### src/rtl/pec_pkg.sv
`default_nettype none

package pec_pkg;

  // Geometry
  localparam int unsigned MaxOutSize = 4096;
  localparam int unsigned CfgW       = 13;
  localparam int unsigned LimitW     = 13;
  localparam int unsigned CountOutW  = 12;
  localparam int unsigned PreLenW    = 3;
  localparam int unsigned QueueDepth = 2;

  // Escape sequence "&pipe;" and the character it stands for
  localparam int unsigned SeqLen   = 6;
  localparam logic [7:0]  PipeChar = 8'h7C;
  localparam logic [7:0]  AmpChar  = 8'h26;
  localparam logic [7:0]  NulChar  = 8'h00;

  // Configuration register indexes
  localparam logic RegMode  = 1'b0;
  localparam logic RegLimit = 1'b1;

  // Modes
  localparam logic ModeEscape   = 1'b0;
  localparam logic ModeUnescape = 1'b1;

  // What follows the flushed prefix in one command
  typedef enum logic [1:0] {
    TAIL_NONE,
    TAIL_BYTE,
    TAIL_SEQ,
    TAIL_END
  } tail_e;

  // One command from the classifier to the writer
  typedef struct packed {
    logic [PreLenW-1:0] pre_len;
    tail_e              tail;
    logic [7:0]         data;
  } cmd_t;

  // Byte of "&pipe;" at a position
  function automatic logic [7:0] seq_byte(input logic [PreLenW-1:0] pos);
    logic [7:0] b;
    case (pos)
      3'd0:    b = 8'h26;
      3'd1:    b = 8'h70;
      3'd2:    b = 8'h69;
      3'd3:    b = 8'h70;
      3'd4:    b = 8'h65;
      3'd5:    b = 8'h3B;
      default: b = 8'h00;
    endcase
    return b;
  endfunction

endpackage

`default_nettype wire

### src/rtl/pec_front.sv
`default_nettype none

module pec_front (
  input  wire logic          clk_i,
  input  wire logic          rst_ni,
  input  wire logic          mode_i,
  input  wire logic          mode_wr_i,
  input  wire logic          accept_i,
  input  wire logic [7:0]    in_byte_i,
  output pec_pkg::cmd_t      cmd_o,
  output logic               push_o
);

  localparam logic [pec_pkg::PreLenW-1:0] LastPos =
    pec_pkg::PreLenW'(pec_pkg::SeqLen - 1);

  logic [pec_pkg::PreLenW-1:0] match_q, match_d;
  logic                        need;

  // Classify the incoming word against the running partial match
  always_comb begin
    match_d       = match_q;
    need          = 1'b0;
    cmd_o.pre_len = '0;
    cmd_o.tail    = pec_pkg::TAIL_NONE;
    cmd_o.data    = in_byte_i;
    if (in_byte_i == pec_pkg::NulChar) begin
      // flush pending prefix in unescape mode, then close the string
      need       = 1'b1;
      cmd_o.tail = pec_pkg::TAIL_END;
      if (mode_i == pec_pkg::ModeUnescape) begin
        cmd_o.pre_len = match_q;
      end
      match_d = '0;
    end else if (mode_i == pec_pkg::ModeEscape) begin
      need = 1'b1;
      if (in_byte_i == pec_pkg::PipeChar) begin
        cmd_o.tail = pec_pkg::TAIL_SEQ;
      end else begin
        cmd_o.tail = pec_pkg::TAIL_BYTE;
      end
    end else if (in_byte_i == pec_pkg::seq_byte(match_q)) begin
      // extend the match, emit a pipe once complete
      if (match_q == LastPos) begin
        need       = 1'b1;
        cmd_o.tail = pec_pkg::TAIL_BYTE;
        cmd_o.data = pec_pkg::PipeChar;
        match_d    = '0;
      end else begin
        match_d = match_q + 1'b1;
      end
    end else begin
      // mismatch: write the prefix literally, then restart on this word
      need          = 1'b1;
      cmd_o.pre_len = match_q;
      if (in_byte_i == pec_pkg::AmpChar) begin
        cmd_o.tail = pec_pkg::TAIL_NONE;
        match_d    = pec_pkg::PreLenW'(1);
      end else begin
        cmd_o.tail = pec_pkg::TAIL_BYTE;
        match_d    = '0;
      end
    end
  end

  assign push_o = accept_i & need;

  // Hold the match length; a mode write drops it
  always_ff @(posedge clk_i or negedge rst_ni) begin
    if (!rst_ni) begin
      match_q <= '0;
    end else if (mode_wr_i) begin
      match_q <= '0;
    end else if (accept_i) begin
      match_q <= match_d;
    end
  end

endmodule

`default_nettype wire

### src/rtl/pec_queue.sv
`default_nettype none

module pec_queue (
  input  wire logic          clk_i,
  input  wire logic          rst_ni,
  input  wire logic          push_i,
  input  wire pec_pkg::cmd_t push_data_i,
  output logic               full_o,
  input  wire logic          pop_i,
  output pec_pkg::cmd_t      head_o,
  output logic               head_valid_o
);

  localparam int unsigned PtrW = $clog2(pec_pkg::QueueDepth);
  localparam int unsigned CntW = $clog2(pec_pkg::QueueDepth + 1);
  localparam logic [CntW-1:0] FullCnt = CntW'(pec_pkg::QueueDepth);

  pec_pkg::cmd_t         slot_q [pec_pkg::QueueDepth];
  logic [PtrW-1:0]       wr_ptr_q, rd_ptr_q;
  logic [CntW-1:0]       cnt_q;
  logic                  do_push, do_pop;

  assign full_o       = (cnt_q == FullCnt);
  assign head_valid_o = (cnt_q != '0);
  assign head_o       = slot_q[rd_ptr_q];
  assign do_push      = push_i & ~full_o;
  assign do_pop       = pop_i & head_valid_o;

  // Advance pointers and fill level
  always_ff @(posedge clk_i or negedge rst_ni) begin
    if (!rst_ni) begin
      wr_ptr_q <= '0;
      rd_ptr_q <= '0;
      cnt_q    <= '0;
    end else begin
      if (do_push) begin
        wr_ptr_q <= (wr_ptr_q == PtrW'(pec_pkg::QueueDepth - 1)) ? '0 : wr_ptr_q + 1'b1;
      end
      if (do_pop) begin
        rd_ptr_q <= (rd_ptr_q == PtrW'(pec_pkg::QueueDepth - 1)) ? '0 : rd_ptr_q + 1'b1;
      end
      if (do_push && !do_pop) begin
        cnt_q <= cnt_q + 1'b1;
      end else if (!do_push && do_pop) begin
        cnt_q <= cnt_q - 1'b1;
      end
    end
  end

  // Store the pushed word
  always_ff @(posedge clk_i) begin
    if (do_push) begin
      slot_q[wr_ptr_q] <= push_data_i;
    end
  end

endmodule

`default_nettype wire

### src/rtl/pec_back.sv
`default_nettype none

module pec_back #(
  parameter int unsigned MAX_OUT_SIZE = pec_pkg::MaxOutSize
) (
  input  wire logic                           clk_i,
  input  wire logic                           rst_ni,
  input  wire logic [pec_pkg::LimitW-1:0]     limit_i,
  input  wire pec_pkg::cmd_t                  head_i,
  input  wire logic                           head_valid_i,
  output logic                                pop_o,
  output logic                                out_valid_o,
  input  wire logic                           out_stall_i,
  output logic [7:0]                          out_byte_o,
  output logic                                out_end_o,
  output logic [pec_pkg::CountOutW-1:0]       out_count_o
);

  // Usable limit is capped by the limit register width
  localparam int unsigned LimMax  = (1 << pec_pkg::LimitW) - 1;
  localparam int unsigned MaxLim  = (MAX_OUT_SIZE > LimMax) ? LimMax : MAX_OUT_SIZE;
  localparam int unsigned CntW    = $clog2(MaxLim);
  localparam int unsigned SumW    = pec_pkg::LimitW + 1;
  localparam logic [pec_pkg::LimitW-1:0] MaxLimV = pec_pkg::LimitW'(MaxLim);
  localparam logic [pec_pkg::PreLenW-1:0] LastPos =
    pec_pkg::PreLenW'(pec_pkg::SeqLen - 1);

  logic [CntW-1:0]                count_q, count_d;
  logic                           stop_q, stop_d;
  logic [pec_pkg::PreLenW-1:0]    pos_q, pos_d;
  logic                           out_valid_q, out_valid_d;
  logic [7:0]                     out_byte_q;
  logic                           out_end_q;
  logic [CntW-1:0]                out_cnt_q;
  logic [pec_pkg::LimitW-1:0]     lim;
  logic                           fit1, fit6, step, emit, emit_end;
  logic [7:0]                     emit_data;
  logic [CntW+pec_pkg::CountOutW-1:0] cnt_wide;

  // Effective limit: zero acts as one, large values saturate
  always_comb begin
    if (limit_i == '0) begin
      lim = pec_pkg::LimitW'(1);
    end else if (limit_i > MaxLimV) begin
      lim = MaxLimV;
    end else begin
      lim = limit_i;
    end
  end

  assign fit1 = (SumW'(count_q) + SumW'(1)) < SumW'(lim);
  assign fit6 = (SumW'(count_q) + SumW'(pec_pkg::SeqLen)) < SumW'(lim);
  assign step = head_valid_i & (~out_valid_q | ~out_stall_i);

  // Execute one step of the head command
  always_comb begin
    count_d   = count_q;
    stop_d    = stop_q;
    pos_d     = pos_q;
    pop_o     = 1'b0;
    emit      = 1'b0;
    emit_end  = 1'b0;
    emit_data = pec_pkg::seq_byte(pos_q);
    if (step) begin
      pos_d = pos_q + 1'b1;
      if (pos_q < head_i.pre_len) begin
        // literal prefix byte under the fit test
        if (!stop_q && fit1) begin
          emit    = 1'b1;
          count_d = count_q + 1'b1;
        end else begin
          stop_d = 1'b1;
        end
      end else begin
        case (head_i.tail)
          pec_pkg::TAIL_NONE: begin
            pop_o = 1'b1;
          end
          pec_pkg::TAIL_BYTE: begin
            emit_data = head_i.data;
            pop_o     = 1'b1;
            if (!stop_q && fit1) begin
              emit    = 1'b1;
              count_d = count_q + 1'b1;
            end else begin
              stop_d = 1'b1;
            end
          end
          pec_pkg::TAIL_SEQ: begin
            if (pos_q == '0) begin
              // whole sequence fits or nothing of it is written
              if (stop_q || !fit6) begin
                stop_d = 1'b1;
                pop_o  = 1'b1;
              end else begin
                emit    = 1'b1;
                count_d = count_q + CntW'(pec_pkg::SeqLen);
              end
            end else begin
              emit  = 1'b1;
              pop_o = (pos_q == LastPos);
            end
          end
          pec_pkg::TAIL_END: begin
            emit      = 1'b1;
            emit_end  = 1'b1;
            emit_data = pec_pkg::NulChar;
            count_d   = '0;
            stop_d    = 1'b0;
            pop_o     = 1'b1;
          end
          default: begin
            pop_o = 1'b1;
          end
        endcase
      end
      if (pop_o) begin
        pos_d = '0;
      end
    end
  end

  assign out_valid_d = emit | (out_valid_q & out_stall_i);

  // Advance writer state and the output register
  always_ff @(posedge clk_i or negedge rst_ni) begin
    if (!rst_ni) begin
      count_q     <= '0;
      stop_q      <= 1'b0;
      pos_q       <= '0;
      out_valid_q <= 1'b0;
    end else begin
      count_q     <= count_d;
      stop_q      <= stop_d;
      pos_q       <= pos_d;
      out_valid_q <= out_valid_d;
    end
  end

  // Load the output word
  always_ff @(posedge clk_i) begin
    if (emit) begin
      out_byte_q <= emit_data;
      out_end_q  <= emit_end;
      out_cnt_q  <= emit_end ? count_q : '0;
    end
  end

  assign cnt_wide    = {{pec_pkg::CountOutW{1'b0}}, out_cnt_q};
  assign out_valid_o = out_valid_q;
  assign out_byte_o  = out_byte_q;
  assign out_end_o   = out_end_q;
  assign out_count_o = cnt_wide[pec_pkg::CountOutW-1:0];

endmodule

`default_nettype wire

### src/rtl/pipe_escape_codec.sv
// Channel  | Handshake                | Payload
// ---------+--------------------------+-----------------------------------
// in       | in_valid_i / in_stall_o  | in_byte_i
// out      | out_valid_o / out_stall_i| out_byte_o, out_end_o, out_count_o
// cfg      | cfg_we_i                 | cfg_idx_i, cfg_wdata_i
//
// One input word per cycle is taken while the two-entry command queue has
// room; the writer drains one command step per cycle while the output is
// not stalled, so an escaped pipe or a flushed prefix can hold the input.
// The first result of a word passes through the command queue and then
// the output register. Reset clears the match, count, stop flag, queue and
// output valid flag; mode resets to escape and the limit to 4096.
`default_nettype none

module pipe_escape_codec #(
  parameter int unsigned MAX_OUT_SIZE = pec_pkg::MaxOutSize
) (
  input  wire logic                         clk_i,
  input  wire logic                         rst_ni,
  input  wire logic                         in_valid_i,
  output logic                              in_stall_o,
  input  wire logic [7:0]                   in_byte_i,
  output logic                              out_valid_o,
  input  wire logic                         out_stall_i,
  output logic [7:0]                        out_byte_o,
  output logic                              out_end_o,
  output logic [pec_pkg::CountOutW-1:0]     out_count_o,
  input  wire logic                         cfg_we_i,
  input  wire logic                         cfg_idx_i,
  input  wire logic [pec_pkg::CfgW-1:0]     cfg_wdata_i
);

  logic                         mode_q;
  logic [pec_pkg::LimitW-1:0]   limit_q;
  logic                         mode_wr, accept, push, full, pop, head_valid;
  pec_pkg::cmd_t                cmd, head;

  assign mode_wr    = cfg_we_i & (cfg_idx_i == pec_pkg::RegMode);
  assign in_stall_o = full;
  assign accept     = in_valid_i & ~full;

  // Configuration registers
  always_ff @(posedge clk_i or negedge rst_ni) begin
    if (!rst_ni) begin
      mode_q  <= pec_pkg::ModeEscape;
      limit_q <= pec_pkg::LimitW'(4096);
    end else if (cfg_we_i) begin
      case (cfg_idx_i)
        pec_pkg::RegMode:  mode_q  <= cfg_wdata_i[0];
        pec_pkg::RegLimit: limit_q <= cfg_wdata_i[pec_pkg::LimitW-1:0];
        default: begin
        end
      endcase
    end
  end

  pec_front u_front (
    .clk_i     (clk_i),
    .rst_ni    (rst_ni),
    .mode_i    (mode_q),
    .mode_wr_i (mode_wr),
    .accept_i  (accept),
    .in_byte_i (in_byte_i),
    .cmd_o     (cmd),
    .push_o    (push)
  );

  pec_queue u_queue (
    .clk_i        (clk_i),
    .rst_ni       (rst_ni),
    .push_i       (push),
    .push_data_i  (cmd),
    .full_o       (full),
    .pop_i        (pop),
    .head_o       (head),
    .head_valid_o (head_valid)
  );

  pec_back #(
    .MAX_OUT_SIZE (MAX_OUT_SIZE)
  ) u_back (
    .clk_i        (clk_i),
    .rst_ni       (rst_ni),
    .limit_i      (limit_q),
    .head_i       (head),
    .head_valid_i (head_valid),
    .pop_o        (pop),
    .out_valid_o  (out_valid_o),
    .out_stall_i  (out_stall_i),
    .out_byte_o   (out_byte_o),
    .out_end_o    (out_end_o),
    .out_count_o  (out_count_o)
  );

endmodule

`default_nettype wire
### config.mk
export PLATFORM = sky130hd
export DESIGN_NAME = pipe_escape_codec
export DESIGN_NICKNAME = d
export VERILOG_FILES = /design/src/rtl/pec_pkg.sv /design/src/rtl/pec_front.sv /design/src/rtl/pec_queue.sv /design/src/rtl/pec_back.sv /design/src/rtl/pipe_escape_codec.sv
export SDC_FILE = /design/constraint.sdc
export NUM_CORES = 1
export LEC_CHECK = 0
export BUFFER_PORTS_ARGS = -buffer_cell sky130_fd_sc_hd__buf_2
export CORE_ASPECT_RATIO = 0.9
export CORE_MARGIN = 5
export CORE_UTILIZATION = 55
export CTS_BUF_LIST = sky130_fd_sc_hd__clkbuf_2
export DETAILED_ROUTE_END_ITERATION = 16
export GPL_TIMING_DRIVEN = 0
export HOLD_SLACK_MARGIN = 0.1
export PLACE_DENSITY = 0.72
export SLEW_MARGIN = 40
export SYNTH_ARGS = -nofsm -noshare
export SYNTH_HDL_FRONTEND = slang
export SYNTH_HIERARCHICAL = 1
export SYNTH_SLANG_ARGS = --single-unit
### constraint.sdc
create_clock -name clk_i -period 6.7 [get_ports clk_i]
set_input_delay 0.67 -clock clk_i [delete_from_list [all_inputs] [get_ports clk_i]]
set_output_delay 0.67 -clock clk_i [all_outputs]
set_load 0.05 [all_outputs]
==> results, run 1 <==
- The post-synthesis cell count is 530.
- The data arrival time of the worst path is 5.07 ns.
- The length of the first detailed-routing pass in iterations is 5.
- The via count of the first global-routing pass is 4,089.
- The worst-case clock skew is 0.0233 ns.
- The total I/O pin count is 50.
- The H-tree was split into 3 levels.
- The overall fraction of global-route tracks in use is 20.9%.
- The worst pin sits at a relative slew slack of 40.3%.
- The part of the total power dissipated in sequential elements is 33.8%.
- During synthesis, Yosys emitted a total of 6 warnings.
- In this run the worst path has a maximum fanout of 7.
- The async set-reset flop share out of synthesis is 44.7%.
- The number of buffers added by the clock tree synthesis step is 9.
- The floorplan step defined a die boundary enclosing 11,900 um^2.
- The net load switching power is 1.26 mW.
- Setup repair after global routing left no endpoint under its margin.
- The latest clock arrival within the worst-skew pair is 0.54 ns.
- The switching part of the total is 49.5%.
- The final-report hold violation count is 0.
- In the final routed layout, each cell accounts on average for 16.9 um.
- Dividing total power by cell area gives a power density of 429 nW/um^2.
- The synthesized area is 5400 um^2.
- The core area is 9610 um^2.
- TritonCTS built the clock tree.
- The buffer depth of the longest clock path is 2.
- For this run, design rule violations remaining after detail routing come to 0.
- The number of cells on the worst reg-to-reg path is 14.
- The category of the critical setup timing path is reg -> reg.
- The first global-routing pass estimated 20,100 um of wire.
- The reg-to-reg critical path startpoint is u_back/count_q[3].
- The number of cells traversed by the worst hold path is 2.
- The number of antenna violations at the first check in global routing was 0.
- The number of fill cells in the layout is 846.
- The initial standard-cell utilization of the core is 56.2%.
- Among all flip-flop cells after synthesis, the most frequent one is sky130_fd_sc_hd__edfxtp_1.
- The post-route netlist has 20.6% of its cells at a drive strength greater than 1.
- The HPWL reported at the end of detailed placement is 9420 um.
- The clock-pin transition on the worst setup and hold timing paths is 0.25 ns.
- The average instance in the mapped netlist occupies 10.2 um^2.
- The number of buffers inserted by hold repair at cts is 1.
- The number of different library cells used by synthesis comes to 71.
- The static power due to leakage is 2.37 nW.
- The sequential cells in the finished layout cover a total of 2360 um^2.
- The post-CTS resize count is 0.
- The first routing iteration left 227 violations.
- Summed over its instances, the top area cell type makes up 26.1% of the synthesized netlist area.
- The internal portion of total power is 1.29 mW.
- The count of flip-flops with a built-in enable after synthesis is 47.
- The multi-input combinational cells in the finished layout cover a total of 2780 um^2.
- The fmax is 210 MHz.
- Dividing the detail-routed via count by the number of cells gives 5.98.
- The largest net degree at the start of global routing is 39.
- The final RePlAce weighted congestion is 0.904.
- The share of the Yosys chip area taken by registers is 43.8%.
- The cell at the root of the clock tree is sky130_fd_sc_hd__clkbuf_2.
- The total overflow reported by the global router is 0.
- Measured along the y axis, the die boundary spans 104 um.
- The routed design could run at a clock period as short as 4.77 ns.
- Once detail routing completed, the nets flagged for antenna violations numbered 0.
- The accumulated negative setup slack is 0 ns.
- The required time reported for the critical path endpoint is 7.00 ns.
- The kind of path behind the tightest hold check is in -> reg.
- From synthesis to final layout, the design area changed by 9.87%.
- The worst-case IR drop observed on VDD is 0.230 mV.
- CTS saw 85 sinks.
- The max-slew violation count is 0.
- 0 antenna diodes ended up in the layout.
- The post-synth net total is 593.
- The endpoint identified for the worst register-to-register timing path is u_back/out_count_o[9].
- Sorting the synthesized cells by area gives the leading types as sky130_fd_sc_hd__edfxtp_1 (26%), sky130_fd_sc_hd__dfrtp_1 (17%), sky130_fd_sc_hd__ha_1 (8.3%).
- After detailed routing, the total wire length is 12,200 um.
- The dominant cell type by area after synthesis is sky130_fd_sc_hd__edfxtp_1.
- The horizontal die dimension is 114 um.
- The endpoint kind of the worst setup timing path is a flip-flop.
- The run finished with clean final reports.
- The floorplan has 34 rows.
- Cells fill 61.7% of the core in the end.
- The total vias in the final route is 4,325.
- After synthesis the netlist holds a flip-flop and latch count of 85.
- The number of nets in the layout is 655.
- The tool flagged a number of max-cap violations equal to 0.
- The clock network accounts for 9.7% of the total power.
- The capture endpoint of the worst hold path is limit_q[7].
- The count of endpoints failing setup in the final report is 0.
- The worst setup path is launched from a flip-flop.
- For the pin with the worst max-slew slack, the measured transition is 0.891 ns.
- The start point of the worst hold path is cfg_wdata_i[7].
- The number of setup buffers added after CTS is 0.
- The number of buffers inserted by port buffering is 47.
- The flop-to-flop setup slack is 1.93 ns.
- Combinational logic is responsible for 56.6% of the overall power.
- The final period utilization is 71.2%.
## final cells by class
class | count | share of cell area [%]
well taps | 126 | 2.66
clock inverters | 7 | 0.991
flip-flops and latches | 85 | 39.8
plain buffers | 29 | 2.38
clock buffers | 9 | 0.759
inverters | 32 | 2.02
multi-input cells | 384 | 46.9
repair buffers | 51 | 4.43
## placed cells by master, fill, tap and decap left out, drive strengths merged, types with 7 or more instances in the layout
cell type / Yosys / layout
nand4: 8 / 8
xnor2: 20 / 20
nor4: 21 / 21
inv: 32 / 35
a32oi: 8 / 8
nand3: 16 / 16
dfrtp: 37 / 37
a31oi: 9 / 9
nor2b: 8 / 8
o21ai: 14 / 14
buf: 11 / 61
nand3b: 8 / 8
clkbuf: 18 / 27
nor3: 14 / 14
o22ai: 9 / 9
nor2: 32 / 32
ha: 36 / 36
a21oi: 20 / 20
xor2: 7 / 7
and2: 8 / 8
edfxtp: 47 / 47
and3: 9 / 9
mux2: 27 / 27
nand2: 43 / 43
## metal layers
metal / wire, um / vias to the layer above / GRT usage [%]
met5: 0 / - / 0
met4: 136 / 0 / 4.92
met3: 1050 / 17 / 4.94
met2: 5290 / 175 / 30.5
met1: 5770 / 2038 / 31.5
li1: - / 2095 / -
## worst max path at each step
stage	from	to	slack, ns
4_1_cts	u_back/count_q[3]	u_back/out_count_o[9]	2.00
6_report	u_back/count_q[3]	u_back/out_count_o[9]	1.93
2_1_floorplan	u_back/count_q[3]	u_back/out_byte_o[0]	1.42
3_5_place_dp	u_back/count_q[3]	u_back/out_count_o[9]	2.00
5_1_grt	u_back/count_q[3]	u_back/out_count_o[11]	1.66
3_3_place_gp	u_back/count_q[3]	u_back/out_byte_o[7]	0.31
## logic make-up (layout without fill, tap and decap cells)
family / after synthesis / after routing / share of synthesized area (%)
AOI/OAI and AO/OA: 103 / 103 / 14.0
xor gates and xnor gates: 27 / 27 / 4.38
adders and majority gates: 36 / 36 / 8.34
buffers and inverters: 61 / 128 / 4.84
DFF: 85 / 85 / 43.8
muxes: 29 / 29 / 6.00
and+or+nand+nor: 189 / 189 / 18.7
## synth_stat cells, types with 3 or more instances
| cell | number |
|---|---|
| sky130_fd_sc_hd__nand4_1 | 8 |
| sky130_fd_sc_hd__and2_1 | 8 |
| sky130_fd_sc_hd__a31oi_1 | 9 |
| sky130_fd_sc_hd__mux2_2 | 27 |
| sky130_fd_sc_hd__buf_4 | 3 |
| sky130_fd_sc_hd__nor2b_1 | 8 |
| sky130_fd_sc_hd__ha_1 | 36 |
| sky130_fd_sc_hd__a32oi_1 | 8 |
| sky130_fd_sc_hd__o22ai_1 | 9 |
| sky130_fd_sc_hd__edfxtp_1 | 47 |
| sky130_fd_sc_hd__buf_2 | 5 |
| sky130_fd_sc_hd__nand3_1 | 16 |
| sky130_fd_sc_hd__a22o_1 | 3 |
| sky130_fd_sc_hd__nor4_1 | 21 |
| sky130_fd_sc_hd__o31ai_1 | 3 |
| sky130_fd_sc_hd__and3_1 | 9 |
| sky130_fd_sc_hd__nor2_1 | 32 |
| sky130_fd_sc_hd__o2bb2ai_1 | 3 |
| sky130_fd_sc_hd__o21ai_0 | 13 |
| sky130_fd_sc_hd__nand3b_1 | 8 |
| sky130_fd_sc_hd__nand2b_1 | 6 |
| sky130_fd_sc_hd__dfrtp_1 | 37 |
| sky130_fd_sc_hd__clkbuf_1 | 18 |
| sky130_fd_sc_hd__xor2_1 | 7 |
| sky130_fd_sc_hd__a21oi_1 | 19 |
| sky130_fd_sc_hd__nor3_1 | 13 |
| sky130_fd_sc_hd__o211ai_1 | 3 |
| sky130_fd_sc_hd__a211oi_1 | 4 |
| sky130_fd_sc_hd__or3_1 | 3 |
| sky130_fd_sc_hd__xnor2_1 | 20 |
| sky130_fd_sc_hd__inv_1 | 32 |
| sky130_fd_sc_hd__nand2_1 | 41 |
## worst max-delay path, stage by stage (launching register included)
cell and delay, ns:
sky130_fd_sc_hd__dfrtp_1 0.38, sky130_fd_sc_hd__clkbuf_1 0.30, sky130_fd_sc_hd__nand2_1 0.19, sky130_fd_sc_hd__or3_1 0.39, sky130_fd_sc_hd__clkbuf_1 0.17, sky130_fd_sc_hd__nor2_1 0.16
sky130_fd_sc_hd__xnor2_1 0.20, sky130_fd_sc_hd__ha_1 0.32, sky130_fd_sc_hd__a21oi_1 0.16, sky130_fd_sc_hd__nor2b_1 0.08, sky130_fd_sc_hd__a2111oi_2 0.72, sky130_fd_sc_hd__a21oi_1 0.36
sky130_fd_sc_hd__nor4_2 0.62, sky130_fd_sc_hd__buf_2 0.29, sky130_fd_sc_hd__buf_2 0.20
## registers in the layout (all words and copies together), names as in the netlist, 2 cells and up
register,cells
u_back/out_byte_o,8
u_back/out_count_o,12
u_back/count_q,12
u_back/pos_q,3
u_queue/cnt_q,2
limit_q,13
u_queue/slot_q,26
u_front/match_q,3
## metrics by stage
stage                     hold WS (ns)  power [mW]  cells  area [um^2]  setup slack, ns
final                            0.331        2.55    723         5930             1.93
after global routing             0.288        2.72    723         5930             1.66
after CTS                        0.286        2.55    723         5930             2.00
after detailed placement         0.497        2.30    706         5820             2.00
after global placement           0.480        2.24    703         5790            0.311
after floorplan                  0.374        1.94    530         5400             1.42
## power groups by stage
stage / Sequential (mW) / Combinational [mW] / Clock [mW]
floorplan: 1.11 / 0.830 / 0
global placement: 0.874 / 1.37 / 0
detailed placement: 0.873 / 1.42 / 0
CTS: 0.860 / 1.43 / 0.257
global route: 0.882 / 1.56 / 0.272
finish: 0.860 / 1.44 / 0.246
Note: power is estimated with default switching activity, not from simulation.
==> inputs of run 2 (changes only) <==
Settings changed: PLACE_DENSITY 0.72 to 0.75.
Clock period 6.7 ns to 4.3 ns, I/O delays scaled along.
==> run 2 against run 1 <==
Effect of this change: clock-buffer cell count is 2 higher; maximum frequency is 19% higher; global-route usage rose by 0.37 points.
==> results, run 2 (synthesis results as in run 1) <==
- The flow ran to the end, and the final reports show no timing, DRC or antenna violations.
- The buffer depth of the longest clock path came to 2 (unchanged).
- The critical path buffer and inverter count is 1 (-3).
- The maximum level of the CTS H-tree is 3 (unchanged).
- The flop-to-flop setup slack is 0.30 ns (-1.63 ns).
- The average wire length per cell after detail routing is 16.6 um (-1.8%).
- The clock-pin transition on the worst setup and hold timing paths is 0.25 ns (about the same).
- Setup repair after global routing left no endpoint under its margin.
- The logic depth of the worst register-to-register path was 16 (+2).
- The instance area at placement was 5830 um^2 (+0.15%).
- The final cell count without fillers is 732 (+1.2%).
- The worst register-to-register path begins at u_back/count_q[1].
- The worst register-to-register path ends at u_queue/cnt_q[1].
- The clock tree from TritonCTS is done.
- The max-capacitance violation count was 0 (unchanged).
- The flip-flop count of the largest register, all copies and words added was 26 (unchanged).
- The final period demand of the worst path is 4.00 ns (-0.765 ns).
- Walking the worst path, the cells encountered are inv_1 -> ha_1 -> nor3_1 -> nand3_1 -> xnor2_1 -> ha_1 -> o2111ai_1 -> a32oi_1 -> nand2_1 -> a41oi_1 -> and2_1 -> nand2_2 -> ha_1 -> xor2_1 -> nor2_1 -> xor2_1.
- The core area was 9610 um^2 (unchanged).
- The most heavily used metal layer in global routing is met2.
- The worst voltage drop across the vdd grid is 0.424 mV (+84%).
- STA classifies the critical path endpoint as a flip-flop.
- The most used cell along the critical path is sky130_fd_sc_hd__ha_1.
- The total instance count after detailed placement is 705 (-0.14%).
- The die outline height was 104 um (unchanged).
- The horizontal die dimension is 114 um (unchanged).
- The wire length of the first global-routing pass is 20,600 um (+2.1%).
- The number of rows in the core area is 34 (unchanged).
- The total I/O pin count was 50 (unchanged).
- The count of endpoints failing setup in the final report is 0 (unchanged).
- Leaving out fill and tap cells, the most frequent cells in the layout are sky130_fd_sc_hd__buf_2 (51), sky130_fd_sc_hd__edfxtp_1 (47), sky130_fd_sc_hd__nand2_1 (41), sky130_fd_sc_hd__dfrtp_1 (37), sky130_fd_sc_hd__ha_1 (36).
- The HPWL reported at the end of detailed placement is 9300 um (-1.3%).
- The slowest stage of the critical path is the sky130_fd_sc_hd__dfrtp_1 cell.
- The worst-case clock skew is 0.0425 ns (+0.0192 ns).
- The total vias in the final route is 4,423 (+2.3%).
- The number of nets in the layout is 664 (+1.4%).
- The final period utilization came to 93.1% (+22 points).
- In this design, the largest share of critical-path delay is due to simple AND/OR/NAND/NOR gates.
- The DRC violations left is 0 (unchanged).
- The max-slew violation count is 0 (unchanged).
- The count of routing violations after the opening detailed-route iteration was 292 (+29%).
- The cell at the root of the clock tree is sky130_fd_sc_hd__clkbuf_2.
- The latest clock arrival within the worst-skew pair was 0.53 ns (about the same).
- The final RePlAce weighted congestion came to 0.902 (-0.13%).
- The kind of path behind the tightest hold check is in -> reg.
- The fraction of final layout cells with drive strength greater than 1 is 20.5% (-0.14 points).
- Counting flops per register, the top entry is u_queue/slot_q.
- The largest registers in the layout are u_queue/slot_q: 26 flops, limit_q: 13 flops.
- The clock net sink count is 85 (unchanged).
- The met1 usage is 31.1% (-0.41 points).
- The overall power is 4.14 mW (+63%).
- The accumulated negative setup slack is 0 ns (unchanged).
- Relative to the synthesized area, the layout overhead comes to 13.2%.
- The commonest non-fill, non-tap cell in the layout is sky130_fd_sc_hd__buf_2.
- The headroom to the max-slew limit is 49.7% (+9.4 points).
- The via count normalized by instance count is 6.04 (+1.0%).
- The power per cell area is 678 nW/um^2 (+58%).
- The final routed wirelength across all metal layers came to 12,200 um (-0.61%).
- The overall fraction of global-route tracks in use came to 21.3% (+0.37 points).
- The count of nets left with antenna violations after detail routing is 0 (unchanged).
- The data arrival time of the worst path is 4.45 ns (-0.62 ns).
- The startpoint kind of the worst setup timing path is a flip-flop.
- The final-report hold violation count is 0 (unchanged).
- The number of antenna diodes is 0 (unchanged).
- The largest net degree at the start of global routing came to 39 (unchanged).
- The fmax is 250 MHz (+19%).
- The number of buffers inserted by port buffering is 47 (unchanged).
- The required time reported for the critical path endpoint is 4.74 ns (-2.26 ns).
- The category of the critical setup timing path is reg -> reg.
- The total overflow reported by the global router is 0 (unchanged).
- The maximum single-stage delay on the critical path was 0.50 ns (-0.22 ns).
- The number of buffers added by the clock tree synthesis step came to 9 (unchanged).
- The global-route met2 utilization is 32.4% (+2.0 points).
- The initial standard-cell utilization of the core was 56.2% (unchanged).
- The highest net fanout along the worst path is 5 (-2).
- The static power due to leakage came to 2.44 nW (+3.2%).
- The number of antenna violations at the first check in global routing is 0 (unchanged).
- Following the worst setup path forward leads to its endpoint at u_queue/cnt_q[1].
- The met3 layer usage reported by global route is 5.24% (+0.29 points).
- The cell area after layout is 6110 um^2 (+3.0%).
- The critical path starts at u_back/count_q[1].
- The length of the first detailed-routing pass in iterations is 5 (unchanged).
- The number of fill cells in the layout came to 825 (-2.5%).
- The overall die area is 11,900 um^2 (unchanged).
- The cell depth of the worst setup path is 16 (+2).
- The measured slew at the worst slew-check pin came to 0.751 ns (-0.140 ns).
- The via count of the first global-routing pass is 4,239 (+3.7%).
-- run 2: cell count changes in the layout (fill, tap and decap cells not counted), moves of 2 or more --
cell                            previous run  this run
sky130_fd_sc_hd__buf_2                    54        51
sky130_fd_sc_hd__buf_4                     4         7
sky130_fd_sc_hd__bufinv_16                 0         3
sky130_fd_sc_hd__clkbuf_2                  9        11
sky130_fd_sc_hd__clkinv_4                  2         0
sky130_fd_sc_hd__dlygate4sd3_1             1        10
sky130_fd_sc_hd__inv_6                     2         0
-- run 2: metrics by stage --
step	setup slack, ns	hold WS [ns]	util, %
floorplan	0.346	0.134	-
global placement	-0.336	0.483	60.4
detailed placement	0.0914	0.438	60.6
CTS	0.0466	0.100	62.4
global route	0.00645	0.101	63.5
finish	0.297	0.141	63.5
-- run 2: timing repair --
item	in CTS	in global routing
hold buffers	2	8
resized for setup	0	2
setup buffers	0	1
hold endpoints to repair	38	8
setup endpoints to repair	0	21
-- run 2: power by group --
part           total, mW  internal [mW]  switching (mW)
Sequential          1.34           1.19           0.148
Clock              0.523          0.254           0.269
Combinational       2.28          0.751            1.53
Total               4.14           2.20            1.94
-- run 2: routing by layer --
| metal | vias up | wire (um) |
|---|---|---|
| met5 | - | 0 |
| met4 | 0 | 76 |
| met3 | 8 | 1050 |
| met2 | 190 | 5480 |
| met1 | 2105 | 5560 |
| li1 | 2120 | - |
-- run 2: how the worst min path moves through the flow --
| stage | start | endpoint | slack (ns) | cells past startpoint |
|---|---|---|---|---|
| final | cfg_wdata_i[11] | limit_q[11] | 0.14 | 2 |
| after global routing | cfg_wdata_i[8] | limit_q[8] | 0.10 | 2 |
| after CTS | cfg_wdata_i[9] | limit_q[9] | 0.10 | 2 |
| after detailed placement | rst_ni | u_back/count_q[8] | 0.44 | 1 |
| after global placement | u_queue/wr_ptr_q | u_queue/wr_ptr_q | 0.48 | 1 |
| after floorplan | rst_ni | limit_q[0] | 0.13 | 0 |
-- run 2: cell type report --
class	count	area, um^2	share of cell area, %
multi-input combinational	384	2810	46.0
timing repair buffer	60	360	5.90
inverter	32	120	1.97
clock buffer	11	55.1	0.901
buffer	29	141	2.31
sequential	85	2360	38.7
clock inverter	5	100	1.64
tap	126	158	2.58
==> inputs of run 3 (changes only) <==
Settings changed: CORE_ASPECT_RATIO 0.9 to 1.4.
==> run 3 against run 2 <==
Effect of this change: via count shrank 0.14%; hold slack improved by 0.052 ns; first-iteration DRC count decreased by 8.9%; combinational power grew 2%; worst setup slack worse by 0.12 ns; design area grew 0.35%; core utilization grew 0.91 points; register-to-register slack worse by 0.12 ns; sequential share of layout area decreased by 0.13 points; critical path type unchanged; largest cell class unchanged; wire length rose by 4.2%; largest power group unchanged; clock power shrank 24%; flip-flop and latch count did not move.
==> results, run 3 (synthesis results as in run 1) <==
- The run finished with clean final reports.
- The overall fraction of global-route tracks in use is 21.8% (+0.55 points).
- The reg-to-reg critical path startpoint is u_back/count_q[1].
- The number of buffers inserted by port buffering was 47 (unchanged).
- The post-placement setup slack was 0.0780 ns (-0.0134 ns).
- The worst-case clock skew is 0.0304 ns (-0.0120 ns).
- The final-report hold violation count came to 0 (unchanged).
- The fraction of final layout cells with drive strength greater than 1 is 20.6% (+0.093 points).
- The DRC violations left is 0 (unchanged).
- The total overflow reported by the global router was 0 (unchanged).
- The total instance count after detailed placement was 711 (+0.85%).
- The largest net degree at the start of global routing is 39 (unchanged).
- The signed area change from the synthesized netlist to the final layout is 13.6%.
- The HPWL reported at the end of detailed placement was 9600 um (+3.3%).
- The final period utilization came to 95.9% (+2.8 points).
- Setup repair after global routing left no endpoint under its margin.
- The max-capacitance violation count is 0 (unchanged).
- The length of the first detailed-routing pass in iterations was 5 (unchanged).
- The maximum level of the CTS H-tree is 3 (unchanged).
- The number of nets in the layout came to 671 (+1.1%).
- The wire length of the first global-routing pass was 21,000 um (+1.9%).
- The clock-pin transition on the worst setup and hold timing paths is 0.26 ns (about the same).
- The largest registers in the layout are u_queue/slot_q: 26 flops, limit_q: 13 flops.
- The flop-to-flop setup slack is 0.18 ns (-0.12 ns).
- The register bank with the most flops is u_queue/slot_q.
- STA classifies the critical path startpoint as a flip-flop.
- The measured slew at the worst slew-check pin is 0.852 ns (+0.101 ns).
- The max-slew violation count is 0 (unchanged).
- For hold timing, the worst endpoint is u_queue/slot_q[1][7].
- The number of antenna violations at the first check in global routing is 0 (unchanged).
- The power per cell area was 662 nW/um^2 (-2.4%).
- The headroom to the max-slew limit was 42.9% (-6.8 points).
- The average wire length per cell after detail routing was 17.0 um (+2.4%).
- The data arrival time of the worst path is 4.60 ns (+0.15 ns).
- The count of endpoints failing setup in the final report is 0 (unchanged).
- The total I/O pin count came to 50 (unchanged).
- The number of antenna diodes is 0 (unchanged).
- The final RePlAce weighted congestion is 0.937 (+3.8%).
- The number of cells traversed by the worst hold path was 2 (unchanged).
- The final cell count without fillers is 745 (+1.8%).
- The die outline height is 127 um (+22%).
- TritonCTS built the clock tree.
- The horizontal die dimension was 93.7 um (-18%).
- The overall die area was 11,900 um^2 (+0.22%).
- The fmax was 242 MHz (-2.9%).
- The logic depth of the worst register-to-register path is 16 (unchanged).
- The worst setup path is captured at a flip-flop.
- The static power due to leakage was 2.44 nW (about the same).
- The clock net sink count is 85 (unchanged).
- The required time reported for the critical path endpoint was 4.78 ns (+0.04 ns).
- The number of buffers added by the clock tree synthesis step came to 9 (unchanged).
- The commonest non-fill, non-tap cell in the layout is sky130_fd_sc_hd__buf_2.
- The highest net fanout along the worst path is 5 (unchanged).
- The worst path setup slack after routing is 0.176 ns (-0.121 ns).
- The count of routing violations after the opening detailed-route iteration is 266 (-8.9%).
- The cell at the root of the clock tree is sky130_fd_sc_hd__clkbuf_2.
- The worst voltage drop across the vdd grid is 0.314 mV (-26%).
- The accumulated negative setup slack is 0 ns (unchanged).
- The start point of the worst hold path is in_byte_i[7].
- The count of nets left with antenna violations after detail routing is 0 (unchanged).
- Leaving out fill and tap cells, the most frequent cells in the layout are sky130_fd_sc_hd__buf_2 (51), sky130_fd_sc_hd__edfxtp_1 (47), sky130_fd_sc_hd__nand2_1 (41), sky130_fd_sc_hd__dfrtp_1 (37), sky130_fd_sc_hd__ha_1 (36).
- The number of rows in the core area is 42 (+24%).
- The path class of the tightest hold or removal check is in -> reg.
- The final routed wirelength across all metal layers is 12,700 um (+4.2%).
- The latest clock arrival within the worst-skew pair is 0.56 ns (+0.03 ns).
- The final period demand of the worst path is 4.12 ns (+0.121 ns).
- The flip-flop count of the largest register, all copies and words added is 26 (unchanged).
- The core area is 9510 um^2 (-1.1%).
- The total vias in the final route was 4,417 (-0.14%).
- The buffer depth of the longest clock path is 2 (unchanged).
- The via count normalized by instance count is 5.93 (-1.9%).
- The via count of the first global-routing pass is 4,295 (+1.3%).
- The capture point of the worst reg-to-reg path is u_queue/cnt_q[1].
- The critical path is of the reg -> reg type.
- The initial standard-cell utilization of the core is 56.8% (+0.61 points).
[run 3: changes by cell type in the layout (fill, tap and decap cells not counted), moves of 2 or more]
cell and delta:
sky130_fd_sc_hd__inv_6 +5, sky130_fd_sc_hd__clkbuf_2 -2, sky130_fd_sc_hd__dlygate4sd3_1 +5, sky130_fd_sc_hd__buf_4 +2, sky130_fd_sc_hd__bufinv_16 -3, sky130_fd_sc_hd__clkinv_2 -2
[run 3: per-layer routing]
layer / vias up / GRT usage [%] / part of all wire (%)
met1: 2084 / 29.0 / 44
met2: 172 / 35.6 / 48
met4: 0 / 7.74 / 2.2
met5: - / 0 / 0
li1: 2134 / - / -
met3: 27 / 4.29 / 5.8
[run 3: critical path, cell delays in order, from the launching register on]
cell	delay, ns
sky130_fd_sc_hd__dfrtp_1	0.49
sky130_fd_sc_hd__inv_1	0.16
sky130_fd_sc_hd__ha_1	0.30
sky130_fd_sc_hd__nor3_1	0.34
sky130_fd_sc_hd__nand3_1	0.14
sky130_fd_sc_hd__xnor2_1	0.20
sky130_fd_sc_hd__ha_1	0.32
sky130_fd_sc_hd__o2111ai_1	0.18
sky130_fd_sc_hd__a32oi_1	0.54
sky130_fd_sc_hd__nand2_1	0.11
sky130_fd_sc_hd__a41oi_1	0.34
sky130_fd_sc_hd__and2_1	0.22
sky130_fd_sc_hd__nand2_2	0.09
sky130_fd_sc_hd__ha_1	0.19
sky130_fd_sc_hd__xor2_1	0.14
sky130_fd_sc_hd__nor2_1	0.11
sky130_fd_sc_hd__xor2_1	0.17
[run 3: worst max-delay path by stage]
| stage | from | endpoint | slack, ns | cells after the start |
|---|---|---|---|---|
| 2_1_floorplan | u_back/count_q[3] | u_back/out_byte_o[0] | 0.35 | 12 |
| 5_1_grt | u_back/count_q[1] | u_queue/cnt_q[1] | 0.006 | 16 |
| 4_1_cts | u_back/count_q[3] | u_back/out_count_o[2] | 0.04 | 13 |
| 6_report | u_back/count_q[1] | u_queue/cnt_q[1] | 0.18 | 16 |
| 3_5_place_dp | u_back/count_q[3] | u_back/out_count_o[10] | 0.08 | 13 |
| 3_3_place_gp | u_back/count_q[3] | u_back/out_count_o[10] | -0.40 | 12 |
[run 3: where the power goes]
group          total [mW]  internal, mW  leakage (nW)  switching [mW]
registers            1.34          1.19         0.912           0.147
clock network       0.399        0.0916        0.0662           0.308
logic                2.32         0.770          1.46            1.55
total                4.06          2.06          2.44            2.00
[run 3: what timing repair did]
action | 4_1_cts | 5_1_grt
buffers inserted | 0 | 3
resized for setup | 0 | 2
endpoints found under the hold margin | 52 | 0
hold buffers | 15 | 0
endpoints found under the setup margin | 0 | 29
[run 3: stage by stage]
stage | cell area (um^2) | utilization, % | hold WS [ns] | power (mW)
final | 6130 | 64.5 | 0.193 | 4.06
after floorplan | 5410 | - | 0.134 | 3.03
after global routing | 6130 | 64.5 | 0.151 | 4.32
after global placement | 5810 | 61.1 | 0.480 | 3.52
after detailed placement | 5830 | 61.3 | 0.436 | 3.59
after CTS | 6090 | 64.0 | 0.130 | 4.01
[run 3: cell type report]
type                    instances  area (um^2)
inverters                      32          120
clock inverters                 7         62.6
multi-input cells             384         2810
fillers                       797         3380
repair buffers                 67          425
flip-flops and latches         85         2360
clock buffers                   9         45.0
plain buffers                  29          141
well taps                     132          165
